File: config.mk
export PLATFORM = sky130hd
export DESIGN_NAME = pwb_front
export DESIGN_NICKNAME = d
export VERILOG_FILES = /design/src/pwb_pkg.sv /design/src/pwb_front.sv
export VERILOG_INCLUDE_DIRS = /design/src /design/src/src
export SDC_FILE = /design/constraint.sdc
export NUM_CORES = 1
export LEC_CHECK = 0
export ABC_AREA = 1
export ABC_CLOCK_PERIOD_IN_PS = 5600
export BUFFER_PORTS_ARGS = -buffer_cell sky130_fd_sc_hd__buf_4
export CAP_MARGIN = 20
export CORE_UTILIZATION = 61
export CTS_CLUSTER_DIAMETER = 30
export DETAILED_ROUTE_END_ITERATION = 6
export PLACE_DENSITY = 0.84
export SETUP_SLACK_MARGIN = 0.4
export SYNTH_ARGS = -nofsm -noshare
export SYNTH_HDL_FRONTEND = slang
export SYNTH_SLANG_ARGS = --single-unit
File: constraint.sdc
create_clock -name clk -period 5.6 [get_ports clk]
set_input_delay 0.84 -clock clk [delete_from_list [all_inputs] [get_ports clk]]
set_output_delay 0.84 -clock clk [all_outputs]
set_load 0.005 [all_outputs]
File: src/perspective_warp_bilinear_assert.svh
// ---------------------------------------------------------------------------
// perspective_warp_bilinear assertion macros
// Concurrent assertion shorthands; compiled out with NO_ASSERTIONS.
// ---------------------------------------------------------------------------
`ifndef PERSPECTIVE_WARP_BILINEAR_ASSERT_SVH
`define PERSPECTIVE_WARP_BILINEAR_ASSERT_SVH
`ifndef NO_ASSERTIONS
// same-cycle implication
`define PWB_ASSERT_IMP(lbl, clk, rst_n, ante, cons) \
  lbl: assert property (@(posedge clk) disable iff (!rst_n) (ante) |-> (cons)) \
    else $error("pwb assertion failed");
// next-cycle implication
`define PWB_ASSERT_NXT(lbl, clk, rst_n, ante, cons) \
  lbl: assert property (@(posedge clk) disable iff (!rst_n) (ante) |=> (cons)) \
    else $error("pwb assertion failed");
`else
`define PWB_ASSERT_IMP(lbl, clk, rst_n, ante, cons)
`define PWB_ASSERT_NXT(lbl, clk, rst_n, ante, cons)
`endif
`endif

File: src/pwb_pkg.sv
// ---------------------------------------------------------------------------
// pwb_pkg
// Shared types and constants of the perspective warp block.
// ---------------------------------------------------------------------------
package pwb_pkg;

  localparam int COEF_W    = 48;
  localparam int CRD_W     = 9;
  localparam int CH_W      = 8;
  localparam int PIX_W     = 3 * CH_W;
  localparam int NUM_REGS  = 8;
  localparam int REG_IDX_W = 3;

  localparam int SRC_WIDTH_DEF  = 512;
  localparam int SRC_HEIGHT_DEF = 512;
  localparam int FRAC_BITS_DEF  = 8;

  // coefficient times zero-extended coordinate
  localparam int PROD_W = COEF_W + CRD_W + 1;
  // three-term sum plus room for negation
  localparam int NUM_W  = PROD_W + 3;
  localparam int MAG_W  = NUM_W - 1;

  localparam int FQ_DEPTH = 4;

  localparam logic [COEF_W-1:0] COEF_ONE = COEF_W'(1) << 32;
  localparam logic [NUM_W-1:0]  Q32_ONE  = NUM_W'(1) << 32;

  typedef enum logic [REG_IDX_W-1:0] {
    REG_H_XX = 3'd0,
    REG_H_XY = 3'd1,
    REG_H_X0 = 3'd2,
    REG_H_YX = 3'd3,
    REG_H_YY = 3'd4,
    REG_H_Y0 = 3'd5,
    REG_H_WX = 3'd6,
    REG_H_WY = 3'd7
  } pwb_reg_t;

  typedef enum logic {
    OP_LOAD = 1'b0,
    OP_WARP = 1'b1
  } pwb_op_t;

  typedef struct packed {
    logic             operation;
    logic [CRD_W-1:0] coord_x;
    logic [CRD_W-1:0] coord_y;
    logic [CH_W-1:0]  red_in;
    logic [CH_W-1:0]  green_in;
    logic [CH_W-1:0]  blue_in;
  } pwb_in_t;

  typedef struct packed {
    logic [CRD_W-1:0] out_x;
    logic [CRD_W-1:0] out_y;
    logic [CH_W-1:0]  red_out;
    logic [CH_W-1:0]  green_out;
    logic [CH_W-1:0]  blue_out;
    logic             zero_denominator;
  } pwb_out_t;

  // per-item sideband carried down the back pipeline
  typedef struct packed {
    logic             warp;
    logic [CRD_W-1:0] x;
    logic [CRD_W-1:0] y;
    logic [PIX_W-1:0] pix;
    logic             zero;
  } pwb_side_t;

endpackage

File: src/pwb_front.sv
// ---------------------------------------------------------------------------
// pwb_front
// Input side: takes beats, drops loads outside the image, queues the rest.
// ---------------------------------------------------------------------------
`include "perspective_warp_bilinear_assert.svh"

module pwb_front
  import pwb_pkg::*;
#(
  parameter int SRC_WIDTH  = SRC_WIDTH_DEF,
  parameter int SRC_HEIGHT = SRC_HEIGHT_DEF
) (
  input  logic    clk,
  input  logic    rst_n,
  input  logic    push,
  output logic    full,
  input  pwb_in_t in_item,
  output logic    hd_valid,
  output pwb_in_t hd_item,
  input  logic    hd_pop
);

  localparam int PTR_W = $clog2(FQ_DEPTH);
  localparam int CNT_W = $clog2(FQ_DEPTH + 1);
  localparam int LIM_MAX = (SRC_WIDTH > SRC_HEIGHT) ? SRC_WIDTH : SRC_HEIGHT;
  localparam int CMP_W = $clog2(LIM_MAX + 1) + CRD_W;

  pwb_in_t          fq_r [FQ_DEPTH];
  logic [PTR_W-1:0] wr_ptr_r;
  logic [PTR_W-1:0] rd_ptr_r;
  logic [CNT_W-1:0] cnt_r;
  logic             keep;
  logic             do_push;
  logic             do_pop;

  // loads outside the store are accepted and dropped here
  assign keep = (in_item.operation == OP_WARP) ||
                ((CMP_W'(in_item.coord_x) < CMP_W'(SRC_WIDTH)) &&
                 (CMP_W'(in_item.coord_y) < CMP_W'(SRC_HEIGHT)));

  assign full     = (cnt_r == CNT_W'(FQ_DEPTH));
  assign hd_valid = (cnt_r != '0);
  assign hd_item  = fq_r[rd_ptr_r];
  assign do_push  = push && !full && keep;
  assign do_pop   = hd_pop && hd_valid;

  always_ff @(posedge clk) begin
    if (!rst_n) begin
      wr_ptr_r <= '0;
      rd_ptr_r <= '0;
      cnt_r    <= '0;
    end else begin
      if (do_push) begin
        wr_ptr_r <= wr_ptr_r + PTR_W'(1);
      end
      if (do_pop) begin
        rd_ptr_r <= rd_ptr_r + PTR_W'(1);
      end
      if (do_push && !do_pop) begin
        cnt_r <= cnt_r + CNT_W'(1);
      end else if (!do_push && do_pop) begin
        cnt_r <= cnt_r - CNT_W'(1);
      end
    end
  end

  always_ff @(posedge clk) begin
    if (do_push) begin
      fq_r[wr_ptr_r] <= in_item;
    end
  end

  `PWB_ASSERT_IMP(a_fq_bound, clk, rst_n, 1'b1, cnt_r <= CNT_W'(FQ_DEPTH))
  `PWB_ASSERT_NXT(a_fq_drop, clk, rst_n, push && !full && !keep && !hd_pop, cnt_r == $past(cnt_r))

endmodule

[Word-level counts from Yosys, hierarchy flattened]
Memory sizes are Yosys's and may differ from the RTL's. A register that Yosys moved wholly into a read port is not among the register bits.
Index checks and enable logic that the tools add are counted.
Cells by class
  mux-type cells: 6
  $add $sub $neg: 4
  eq/ne operators: 1
  reduce and logical (&&, ||, !) cells: 9
Operator list (number)
  $mux W3: 2
  $add A2 B1 Y2 const B: 2
  $logic_and A1 B1 Y1: 4
  $mux W2: 2
  $add A3 B1 Y3 const B: 1
  $eq A3 B3 Y1 const B: 1
  $logic_not A1 Y1: 3
  $reduce_bool A3 Y1: 1
  $sub A3 B1 Y3 const B: 1
  $mux W1: 2
  $reduce_bool A2 Y1: 1
Word-level totals
  bits of input ports: 47
  flip-flop bits (word level): 7
  word-level logic and storage cells: 24
  memories kept: 1
  output and inout bits: 45
  memory bits (writable): 172
Memory list
  fq_r: words 4, width 43, rd ports 1, clocked after Yosys merged registers in 1, wr ports 1, RTL line pwb_front.sv:28  | pwb_in_t fq_r [FQ_DEPTH];

[Depth between registers and ports, before layout]
Gate-level depths: netlist of run 1.
  depth after elaboration: 7
  mapped depth: 13

[Least setup slack after synthesis of run 1]
No wires, ideal clock.
  path type: in2reg
  start: input port push
  end: memory fq_r[0][0] in the netlist's numbering, enable pin
  data required time: 5.157 ns
  arrival time: 2.760 ns
  setup slack: 2.397 ns
  stages on the path: 2
  path through: nand2_1 nor2_1
On the way
  longest elaborated chain between the ends: 3
Ends and longest elaborated chain
  start, declared: RTL line pwb_front.sv:15  | input logic push,
  $logic_and A1 B1 Y1: RTL line pwb_front.sv:44  | assign do_push = push && !full && keep;
  $mux W1: RTL line pwb_front.sv:68  | if (do_push) begin
  $mux W1 (not written as such): RTL line pwb_front.sv:69  | fq_r[wr_ptr_r] <= in_item;
  end, declared: RTL line pwb_front.sv:28
No other way between the ends.

==> results.sh, run 1 <==
export IMPL_synthMostInstantiatedCell="edfxtp_1"
export IMPL_tritoncts_num_sinks=181
export IMPL_total_leakage_power_uw=0.00293
export IMPL_timing_max_slew_rel_slack_pct=41.0
export IMPL_drt_vias_per_instance=5.77
export IMPL_netlist_top_cells_area="edfxtp_1 (76%), o21ai_0 (5.9%), nor2_1 (5.5%)"
export IMPL_worst_r2r_endpoint="fq_r[0][40]"
export IMPL_register_area_sq_um=5350
export IMPL_startpoint_type="register"
export IMPL_hold_viol_final=0
export IMPL_first_global_vias=4177
export IMPL_synthFlopType="edfxtp_1"
export IMPL_synth_seq_area_share_pct=78.2
export IMPL_seq_power_share_pct=46.2
export IMPL_netlist_instances=484
export IMPL_netSwitchingFraction_pct=28.7
export IMPL_crit_type="register to output port"
export IMPL_insertedDiodeCount=0
export IMPL_met1Wirelength_um=5000
export IMPL_synth_top_cell_by_area="edfxtp_1"
export IMPL_die_width_um=108
export IMPL_globalplace_congestion=0.716
export IMPL_reg2reg_setup_slack_ns=3.22
export IMPL_post_cts_buffers=0
export IMPL_asr_flop_ratio_synth_pct=0
export IMPL_n_fill_cell=665
export IMPL_finalWorstPathRequiredPeriod_ns=3.81
export IMPL_groute_usage_overall_pct=23.6
export IMPL_fin_nets=628
export IMPL_rsz_0062_raised_after_global_routing="false"
export IMPL_synthesis_yosys_warnings=0
export IMPL_cpMaxStageDelayCell="buf_4"
export IMPL_cts_hold_buffers=0
export IMPL_met3WireLength_um=974
export IMPL_synth_top_area_share_pct=75.5
export IMPL_number_of_cells_on_the_worst_hold_path=1
export IMPL_multi_input_comb_area_sq_um=1300
export IMPL_drt_pass1_iter_count=7
export IMPL_area_growth_syn_to_layout_pct=19.4
export IMPL_worst_endpoint_arrival_ns=2.97
export IMPL_timing_final_crit_share_pct=68.1
export IMPL_core_box_area_sq_um=10900
export IMPL_vias_post_dr=4200
export IMPL_worst_r2r_startpoint="cnt_r[0]"
export IMPL_path_max_fanout=87
export IMPL_drive_above_1_share_pct=23.0
export IMPL_power_internal_uw=2610
export IMPL_final_util_pct=75.0
export IMPL_synth_area_sq_um=6840
export IMPL_detail_route_wl_per_cell_um=17.8
export IMPL_setup_tns_ns=0
export IMPL_worst_hold_path_type="input port to register"
export IMPL_count_of_flip_flops_with_a_built_in_enable_after_synthesis=172
export IMPL_dp_hpwl_um=7300
export IMPL_cts_buffers=17
export IMPL_dr_wl_met2_um=6810
export IMPL_worstSkewPairLatency_ns=0.53
export IMPL_route_top_layer_used="met4"
export IMPL_drt_iter0_markers=276
export IMPL_grt_first_pass_wirelength_um=19800
export IMPL_grt_start_max_net_pins=88
export IMPL_synth_seq_cells=181
export IMPL_p_switching_uw=1050
export IMPL_totalWireLength_um=13000
export IMPL_detail_route_drc_violations=0
export IMPL_finalSetupViolCount=0
export IMPL_floorplan_io_pins=92
export IMPL_initial_utilization_pct=62.8
export IMPL_powerDensity_nw_per_um2=448
export IMPL_crit_path_max_incr_delay_ns=0.63
export IMPL_max_cap_violations=0
export IMPL_placement_io_buffers=91
export IMPL_postSynthAreaPerCell_sq_um=14.1
export IMPL_achievable_frequency_ghz=0.262
export IMPL_power_combinational_fraction_pct=24.3
export IMPL_grt_ovfl_total=0
export IMPL_crit_chain="buf_4 > inv_2 > buf_4 > o21ai_0 > o22ai_1 > buf_4"
export IMPL_final_antenna_net_count=0
export IMPL_grt_antenna_before_repair=0
export IMPL_preCtsSetupSlack_ns=2.38
export IMPL_finClkSkew_ns=0.00877
export IMPL_cts_root_to_sink_buffers=2
export IMPL_timing_final_max_slew_violations=0
export IMPL_cts_root_buffer_cell="clkbuf_8"
export IMPL_pin_slew_with_the_least_headroom_to_its_limit_ns=0.883
export IMPL_cts_repair_resized=0
export IMPL_die_area_sq_um=11600
export IMPL_final_setup_worst_slack_ns=1.79
export IMPL_outcome="completed"
export IMPL_syn_nets=537
export IMPL_cts_clk_slew_worst_paths_ns=0.07
export IMPL_htree_levels=4
export IMPL_path_common_cell="buf_4"
export IMPL_synth_cells_most_frequent="edfxtp_1 (172), nor2_1 (100), o21ai_0 (80)"
export IMPL_post_synth_num_cell_types=19
export IMPL_worst_ir_drop_vdd_v=0.000280
export IMPL_timing_critical_path_to_type="output port"
export IMPL_timing_critical_path_required_ns=4.76
export IMPL_count_of_standard_cell_rows=38
export IMPL_holdPathEnd="fq_r[1][16]"
export IMPL_cts_tree="built"
export IMPL_worst_hold_startpoint="in_item[16]"
export IMPL_reg2reg_depth=5
export IMPL_clockPowerShare_pct=29.5
export IMPL_height_of_the_die_um=108
==> registers in the layout (all words and copies together) (netlist names), named ones only <==
signal,cells
cnt_r,3
fq_r,172
rd_ptr_r,2
wr_ptr_r,2
==> how the worst max path moves through the flow <==
stage / endpoint / slack (ns) / cells past startpoint
3_5_place_dp: hd_item[32] / 2.38 / 6
4_1_cts: hd_item[32] / 1.80 / 6
2_1_floorplan: fq_r[0][0] / 2.40 / 2
5_1_grt: hd_item[32] / 1.56 / 6
6_report: hd_item[32] / 1.79 / 6
3_3_place_gp: hd_item[37] / 2.51 / 6
==> through the flow <==
| stage | power (uW) | std cells | cell area (sq um) | hold slack, ns |
|---|---|---|---|---|
| 2_1_floorplan | 2210 | 484 | 6840 | 0.465 |
| 3_3_place_gp | 2560 | 696 | 7620 | 0.484 |
| 3_5_place_dp | 2600 | 696 | 7620 | 0.504 |
| 4_1_cts | 3670 | 728 | 8160 | 0.484 |
| 5_1_grt | 3820 | 728 | 8160 | 0.479 |
| 6_report | 3650 | 728 | 8160 | 0.506 |
==> worst max-delay path, delay by kind of cell (launching register included) <==
| family | cells | cell delay [ns] |
|---|---|---|
| AOI/OAI and AO/OA | 2 | 0.38 |
| DFF | 1 | 0.32 |
| buffers and inverters | 4 | 1.68 |
==> power by group through the flow <==
stage | Sequential, uW | Combinational (uW) | Clock (uW)
after CTS | 1690 | 896 | 1090
final | 1690 | 889 | 1080
after global routing | 1700 | 982 | 1140
after detailed placement | 1720 | 888 | 0
after floorplan | 1720 | 492 | 0
after global placement | 1710 | 855 | 0
==> layout make-up <==
| type | instances | area share, % |
|---|---|---|
| Timing Repair Buffer | 98 | 9.01 |
| Sequential cell | 181 | 65.5 |
| Inverter | 17 | 0.782 |
| Clock buffer | 18 | 5.12 |
| Clock inverter | 14 | 1.52 |
| Multi-Input combinational cell | 260 | 15.9 |
| Tap cell | 140 | 2.15 |
==> cells by family after synthesis <==
group | count (synthesis) | share of synthesized area, %
DFF | 181 | 78.2
AOI/OAI and AO/OA | 133 | 10.5
and+or+nand+nor | 120 | 6.71
buffers and inverters | 43 | 3.27
adders and majority gates | 6 | 1.21
xor gates and xnor gates | 1 | 0.128
==> layout by cell type, fill, tap and decap left out <==
cell type  Yosys  routed
a21oi_1        3       3
buf_4          5      98
bufinv_16      0       1
clkbuf_1      11       1
clkbuf_16      0      16
clkbuf_8       0       1
clkinv_1       0       1
clkinv_2       0       4
clkinv_4       0       3
dfxtp_1        9       8
dfxtp_2        0       1
edfxtp_1     172     172
fa_1           1       1
ha_1           5       5
inv_1         15      15
inv_2          2       2
inv_6          0       5
nand2_1       15      15
nand3_1        4       4
nand3b_1       1       1
nor2_1       100      96
nor2_4         0       4
o21ai_0       80      80
o21ai_1        7       7
o22ai_1       43      43
xor2_1         1       1
==> metal layers <==
| layer | vias up | track usage, % |
|---|---|---|
| met2 | 174 | 40.8 |
| li1 | 1970 | - |
| met5 | - | 0 |
| met3 | 14 | 7.02 |
| met4 | 0 | 9.10 |
| met1 | 2042 | 27.8 |
Note: power is estimated with default switching activity, not from simulation.
==> inputs of run 2 (changes only) <==
--- a/config.mk
+++ b/config.mk
@@ -6,14 +6,14 @@
 export SDC_FILE = /design/constraint.sdc
 export NUM_CORES = 1
 export LEC_CHECK = 0
-export ABC_AREA = 1
-export ABC_CLOCK_PERIOD_IN_PS = 5600
+export ABC_AREA = 0
+export ABC_CLOCK_PERIOD_IN_PS = 3500
 export BUFFER_PORTS_ARGS = -buffer_cell sky130_fd_sc_hd__buf_4
 export CAP_MARGIN = 20
-export CORE_UTILIZATION = 61
+export CORE_UTILIZATION = 51
 export CTS_CLUSTER_DIAMETER = 30
 export DETAILED_ROUTE_END_ITERATION = 6
-export PLACE_DENSITY = 0.84
+export PLACE_DENSITY = 0.75
 export SETUP_SLACK_MARGIN = 0.4
 export SYNTH_ARGS = -nofsm -noshare
 export SYNTH_HDL_FRONTEND = slang
==> constraint.sdc (replaced) <==
create_clock -name clk -period 3.5 [get_ports clk]
set_input_delay 0.525 -clock clk [delete_from_list [all_inputs] [get_ports clk]]
set_output_delay 0.525 -clock clk [all_outputs]
set_load 0.005 [all_outputs]
==> run 2 against run 1 <==
Compared with the run above: clock power grew 72%; sequential share of layout area is essentially flat; highest routed layer unchanged; worst setup slack lost 0.96 ns; hold slack lost 0.20 ns.
==> results.sh, run 2 <==
export IMPL_layout_top_registers="fq_r (172), cnt_r (3)"
export IMPL_totalWireLength_um=11200
export IMPL_syn_nets=326
export IMPL_worst_endpoint_arrival_ns=2.15
export IMPL_timing_final_max_slew_violations=0
export IMPL_drt_vias_per_instance=5.39
export IMPL_crit_type="register to output port"
export IMPL_detail_route_drc_violations=0
export IMPL_synthFlopType="edfxtp_1"
export IMPL_post_cts_buffers=0
export IMPL_synth_compound_gate_area_share_pct=0.612
export IMPL_cts_buffers=17
export IMPL_count_of_flip_flops_with_a_built_in_enable_after_synthesis=172
export IMPL_placed_area_sq_um=7580
export IMPL_fin_nets=432
export IMPL_synth_simple_gate_area_share_pct=1.52
export IMPL_cpMaxStageDelayCell="dfxtp_4"
export IMPL_post_synth_num_cell_types=22
export IMPL_asr_flop_ratio_synth_pct=0
export IMPL_floorplan_io_pins=92
export IMPL_placement_io_buffers=91
export IMPL_synth_area_sq_um=6750
export IMPL_startpoint_type="register"
export IMPL_synthesis_yosys_warnings=0
export IMPL_path_max_fanout=43
export IMPL_synth_cells_most_frequent="edfxtp_1 (172), mux4_2 (43), dfxtp_1 (9)"
export IMPL_grt_first_pass_wirelength_um=17200
export IMPL_cts_clk_slew_worst_paths_ns=0.06
export IMPL_finalWorstPathRequiredPeriod_ns=2.68
export IMPL_synth_top_cell_by_area="edfxtp_1"
export IMPL_post_synth_mux_area_share_pct=14.8
export IMPL_timing_final_crit_share_pct=76.5
export IMPL_netlist_instances=273
export IMPL_area_growth_syn_to_layout_pct=21.1
export IMPL_final_common_cell="edfxtp_1"
export IMPL_timing_max_slew_rel_slack_pct=41.9
export IMPL_cts_hold_buffers=0
export IMPL_synthMostInstantiatedCell="edfxtp_1"
export IMPL_setup_tns_ns=0
export IMPL_finalSetupViolCount=0
export IMPL_instances_no_fill=564
export IMPL_design_area_final_sq_um=8170
export IMPL_largest_reg_flops=172
export IMPL_crit_path_max_incr_delay_ns=0.92
export IMPL_grt_start_max_net_pins=44
export IMPL_worst_r2r_startpoint="cnt_r[0]"
export IMPL_insertedDiodeCount=0
export IMPL_grt_antenna_before_repair=0
export IMPL_first_global_vias=3133
export IMPL_drt_pass1_iter_count=5
export IMPL_height_of_the_die_um=117
export IMPL_crit_chain="mux4_2 > buf_4"
export IMPL_timing_critical_path_to_type="output port"
export IMPL_dp_hpwl_um=6950
export IMPL_die_area_sq_um=13700
export IMPL_count_of_standard_cell_rows=41
export IMPL_cts_repair_resized=0
export IMPL_powerDensity_nw_per_um2=727
export IMPL_achievable_frequency_ghz=0.373
export IMPL_globalplace_congestion=0.721
export IMPL_postSynthAreaPerCell_sq_um=24.7
export IMPL_outcome="completed"
export IMPL_drt_iter0_markers=285
export IMPL_synth_xor_xnor_area_share_pct=0.519
export IMPL_n_fill_cell=852
export IMPL_cts_tree="built"
export IMPL_detail_route_wl_per_cell_um=19.9
export IMPL_drive_above_1_share_pct=45.9
export IMPL_hold_viol_final=0
export IMPL_htree_levels=4
export IMPL_netlist_top_cells_area="edfxtp_1 (77%), mux4_2 (14%), dfxtp_1 (2.7%)"
export IMPL_total_leakage_power_uw=0.00277
export IMPL_reg2reg_depth=8
export IMPL_place_detailed_instances=532
export IMPL_tritoncts_num_sinks=181
export IMPL_rsz_0062_raised_after_global_routing="false"
export IMPL_largest_register="fq_r"
export IMPL_worstSkewPairLatency_ns=0.41
export IMPL_finClkSkew_ns=0.00523
export IMPL_synth_top_area_share_pct=76.6
export IMPL_worst_ir_drop_vdd_v=0.000463
export IMPL_cts_root_to_sink_buffers=2
export IMPL_core_box_area_sq_um=12800
export IMPL_worst_hold_startpoint="in_item[1]"
export IMPL_groute_usage_overall_pct=17.9
export IMPL_die_width_um=117
export IMPL_number_of_cells_on_the_worst_hold_path=1
export IMPL_highest_count_cells_in_the_layout_ignoring_fill_and_taps="edfxtp_1 (172), buf_4 (99), mux4_2 (43)"
export IMPL_vias_post_dr=3040
export IMPL_cts_root_buffer_cell="clkbuf_16"
export IMPL_grt_ovfl_total=0
export IMPL_synth_seq_cells=181
export IMPL_initial_utilization_pct=52.8
export IMPL_post_synth_fa_ha_maj_area_fraction_pct=1.22
export IMPL_pin_slew_with_the_least_headroom_to_its_limit_ns=0.871
export IMPL_timing_critical_path_required_ns=2.97
export IMPL_max_cap_violations=0
export IMPL_synth_seq_area_share_pct=79.2
export IMPL_main_combinational_cell_family_by_area_after_synthesis="multiplexers"
export IMPL_worst_hold_path_type="input port to register"
export IMPL_final_antenna_net_count=0
[run 2: cell count changes after synthesis, sizes merged, moves of 5 or more]
cell    before  now
buf         15   10
o21ai       87    1
and2         0    8
mux4         0   43
inv         17    3
nor2       100    0
nand2       15    4
clkbuf      11    2
o22ai       43    0
[run 2: report_power, final]
group | switching [uW] | internal (uW)
Combinational | 458 | 770
Sequential | 217 | 2640
Clock | 752 | 1110
[run 2: worst max-delay path: cells and delay by family, from the launching register on]
kind	cells	cell delay, ns
mux	1	0.63
flops	1	0.92
buf+inv	1	0.16
[run 2: final cells by class]
class	instances	area [sq um]	share of cell area, %
clock buffer	17	425	5.21
clock inverter	15	163	1.99
inverter	3	11.3	0.138
multi-input combinational	77	1260	15.5
sequential	181	5350	65.5
tap	172	215	2.63
timing repair buffer	99	743	9.09
[run 2: per-layer routing]
metal	track usage, %	routed length, um	vias up
met1	23.8	4940	1575
met5	0	0	-
met4	7.85	145	0
met2	27.8	5530	98
met3	5.41	632	14
li1	-	-	1353
[run 2: logic make-up (layout without fill, tap and decap cells)]
kind of cell / Yosys count / count (layout)
fa+ha+maj: 6 / 6
mux: 46 / 46
buf+inv: 15 / 134
simple gates: 17 / 17
flops: 181 / 181
compound gates: 4 / 4
xor+xnor: 4 / 4
[run 2: final timing paths]
path / end / slack, ns
max: hd_item[7] / 0.82
min: fq_r[1][1] / 0.31
max reg2reg: cnt_r[2] / 1.08
min reg2reg: wr_ptr_r[1] / 0.50
[run 2: metrics by stage]
step	power (uW)	hold WS, ns	setup WS, ns	utilization (%)
floorplan	3630	0.468	1.23	-
global placement	4120	0.485	1.16	59.4
detailed placement	4160	0.494	1.06	59.4
CTS	6020	0.286	0.740	64.0
global route	6210	0.288	0.660	64.0
finish	5940	0.310	0.822	64.0
==> inputs of run 3 (changes only) <==
--- a/config.mk
+++ b/config.mk
@@ -7,7 +7,7 @@
 export NUM_CORES = 1
 export LEC_CHECK = 0
 export ABC_AREA = 0
-export ABC_CLOCK_PERIOD_IN_PS = 3500
+export ABC_CLOCK_PERIOD_IN_PS = 2300
 export BUFFER_PORTS_ARGS = -buffer_cell sky130_fd_sc_hd__buf_4
 export CAP_MARGIN = 20
 export CORE_UTILIZATION = 51
==> constraint.sdc (replaced) <==
create_clock -name clk -period 2.3 [get_ports clk]
set_input_delay 0.345 -clock clk [delete_from_list [all_inputs] [get_ports clk]]
set_output_delay 0.345 -clock clk [all_outputs]
set_load 0.005 [all_outputs]
==> run 3 against run 2 <==
Compared with the run above: sequential share of layout area shrank 1.7 points; first-iteration DRC count down 32%; sequential cell count did not move; die area is the same; clock power is 63% higher; clock skew increased by 0.0018 ns; worst setup slack worse by 0.61 ns; cell count rose by 2.3%; critical endpoint is now hd_item[27]; highest routed layer unchanged.
==> results.sh, run 3 (same netlist as run 2, synthesis figures left out) <==
export IMPL_drt_vias_per_instance=5.39
export IMPL_power_combinational_fraction_pct=24.3
export IMPL_globalplace_congestion=0.685
export IMPL_total_leakage_power_uw=0.00287
export IMPL_setup_tns_ns=0
export IMPL_drt_pass1_iter_count=4
export IMPL_timing_final_crit_share_pct=90.9
export IMPL_finalSetupViolCount=0
export IMPL_clockPowerShare_pct=31.8
export IMPL_grt_antenna_before_repair=0
export IMPL_worst_hold_path_type="input port to register"
export IMPL_count_of_standard_cell_rows=41
export IMPL_first_global_vias=3259
export IMPL_final_common_cell="edfxtp_1"
export IMPL_achievable_frequency_ghz=0.478
export IMPL_cts_tree="built"
export IMPL_final_util_pct=65.9
export IMPL_power_internal_uw=7210
export IMPL_largest_reg_flops=172
export IMPL_htree_levels=4
export IMPL_grt_start_max_net_pins=31
export IMPL_die_area_sq_um=13700
export IMPL_worst_ir_drop_vdd_v=0.000751
export IMPL_cts_clk_slew_worst_paths_ns=0.06
export IMPL_fin_nets=445
export IMPL_timing_max_slew_rel_slack_pct=75.0
export IMPL_highest_count_cells_in_the_layout_ignoring_fill_and_taps="edfxtp_1 (172), buf_4 (107), mux4_2 (43)"
export IMPL_insertedDiodeCount=0
export IMPL_worstSkewPairLatency_ns=0.43
export IMPL_floorplan_io_pins=92
export IMPL_rsz_0062_raised_after_global_routing="true"
export IMPL_grt_first_pass_wirelength_um=17400
export IMPL_final_antenna_net_count=0
export IMPL_cts_buffers=17
export IMPL_hold_viol_final=0
export IMPL_grt_ovfl_total=0
export IMPL_initial_utilization_pct=52.8
export IMPL_timing_final_max_slew_violations=0
export IMPL_crit_type="register to output port"
export IMPL_vias_post_dr=3108
export IMPL_finClkSkew_ns=0.00703
export IMPL_timing_critical_path_to_type="output port"
export IMPL_outcome="completed"
export IMPL_detail_route_drc_violations=0
export IMPL_drive_above_1_share_pct=49.9
export IMPL_p_switching_uw=2310
export IMPL_finalWorstPathRequiredPeriod_ns=2.09
export IMPL_dp_hpwl_um=7070
export IMPL_cts_root_buffer_cell="clkbuf_16"
export IMPL_pin_slew_with_the_least_headroom_to_its_limit_ns=0.376
export IMPL_layout_top_registers="fq_r (172), cnt_r (3)"
export IMPL_reg2reg_setup_slack_ns=0.45
export IMPL_die_width_um=117
export IMPL_startpoint_type="register"
export IMPL_largest_register="fq_r"
export IMPL_max_cap_violations=0
export IMPL_seq_power_share_pct=43.9
export IMPL_height_of_the_die_um=117
export IMPL_timing_critical_path_required_ns=1.96
export IMPL_path_max_fanout=13
export IMPL_core_box_area_sq_um=12800
export IMPL_groute_usage_overall_pct=18.5
export IMPL_cts_root_to_sink_buffers=2
export IMPL_drt_iter0_markers=193
export IMPL_detail_route_wl_per_cell_um=20.3
export IMPL_worst_endpoint_arrival_ns=1.74
export IMPL_area_growth_syn_to_layout_pct=24.7
export IMPL_tritoncts_num_sinks=181
export IMPL_netSwitchingFraction_pct=24.2
export IMPL_final_setup_worst_slack_ns=0.210
export IMPL_preCtsSetupSlack_ns=0.276
export IMPL_powerDensity_nw_per_um2=1130
export IMPL_placement_io_buffers=91
export IMPL_totalWireLength_um=11700
-- run 3: cell count changes in the layout (fill, tap and decap cells not counted), sizes merged --
cell | before | now
buf | 99 | 112
inv | 4 | 5
clkinv | 6 | 2
clkinvlp | 5 | 7
bufinv | 3 | 4
-- run 3: metrics by stage --
stage | cells | total power, uW | hold WS [ns] | area [sq um]
6_report | 577 | 9520 | 0.111 | 8410
5_1_grt | 577 | 9930 | 0.0985 | 8410
4_1_cts | 576 | 9610 | 0.0980 | 8400
3_3_place_gp | 539 | 6420 | 0.478 | 7690
2_1_floorplan | 273 | 5540 | 0.444 | 6770
3_5_place_dp | 539 | 6500 | 0.495 | 7690
-- run 3: timing repair --
| item | in CTS | in global routing |
|---|---|---|
| hold endpoints to repair | 0 | 0 |
| endpoints found under the setup margin | 44 | 127 |
| resized for setup | 7 | 1 |
| buffers inserted | 5 | 1 |
| hold buffers | 0 | 0 |
| pin swaps | 2 | 1 |
-- run 3: power by group through the flow --
stage / combinational [uW] / clock [uW] / sequential (uW)
after floorplan: 1370 / 0 / 4160
after global placement: 2180 / 0 / 4240
after detailed placement: 2220 / 0 / 4270
after CTS: 2350 / 3070 / 4180
after global routing: 2510 / 3200 / 4210
final: 2310 / 3030 / 4170
-- run 3: per-layer routing --
| layer | routed length (um) | vias to the layer above | share of wire (%) | global-route usage [%] |
|---|---|---|---|---|
| li1 | - | 1380 | - | - |
| met1 | 4960 | 1622 | 42 | 22.8 |
| met2 | 5960 | 92 | 51 | 31.0 |
| met3 | 590 | 14 | 5.0 | 5.20 |
| met4 | 195 | 0 | 1.7 | 8.10 |
| met5 | 0 | - | 0 | 0 |
-- run 3: final cells by class --
class | count | area (sq um)
clock buffer | 17 | 425
fill | 837 | 4360
timing repair buffer | 112 | 895
tap | 172 | 215
clock inverter | 15 | 204
sequential | 181 | 5360
inverter | 3 | 11.3
multi-input combinational | 77 | 1300
-- run 3: path summary, 6_finish.rpt --
path                                  start     endpoint  depth (start not counted)
worst max-delay path               register  hd_item[27]                          3
worst min register to register  wr_ptr_r[1]  wr_ptr_r[1]                          2
worst min-delay path            in_item[37]  fq_r[1][37]                          1
worst max register to register     cnt_r[1]     cnt_r[2]                          7
-- run 3: worst max-delay path: stages, from the launching register on --
cell and delay, ns:
dfxtp_4 0.42, buf_12 0.19, mux4_2 0.54, buf_4 0.15
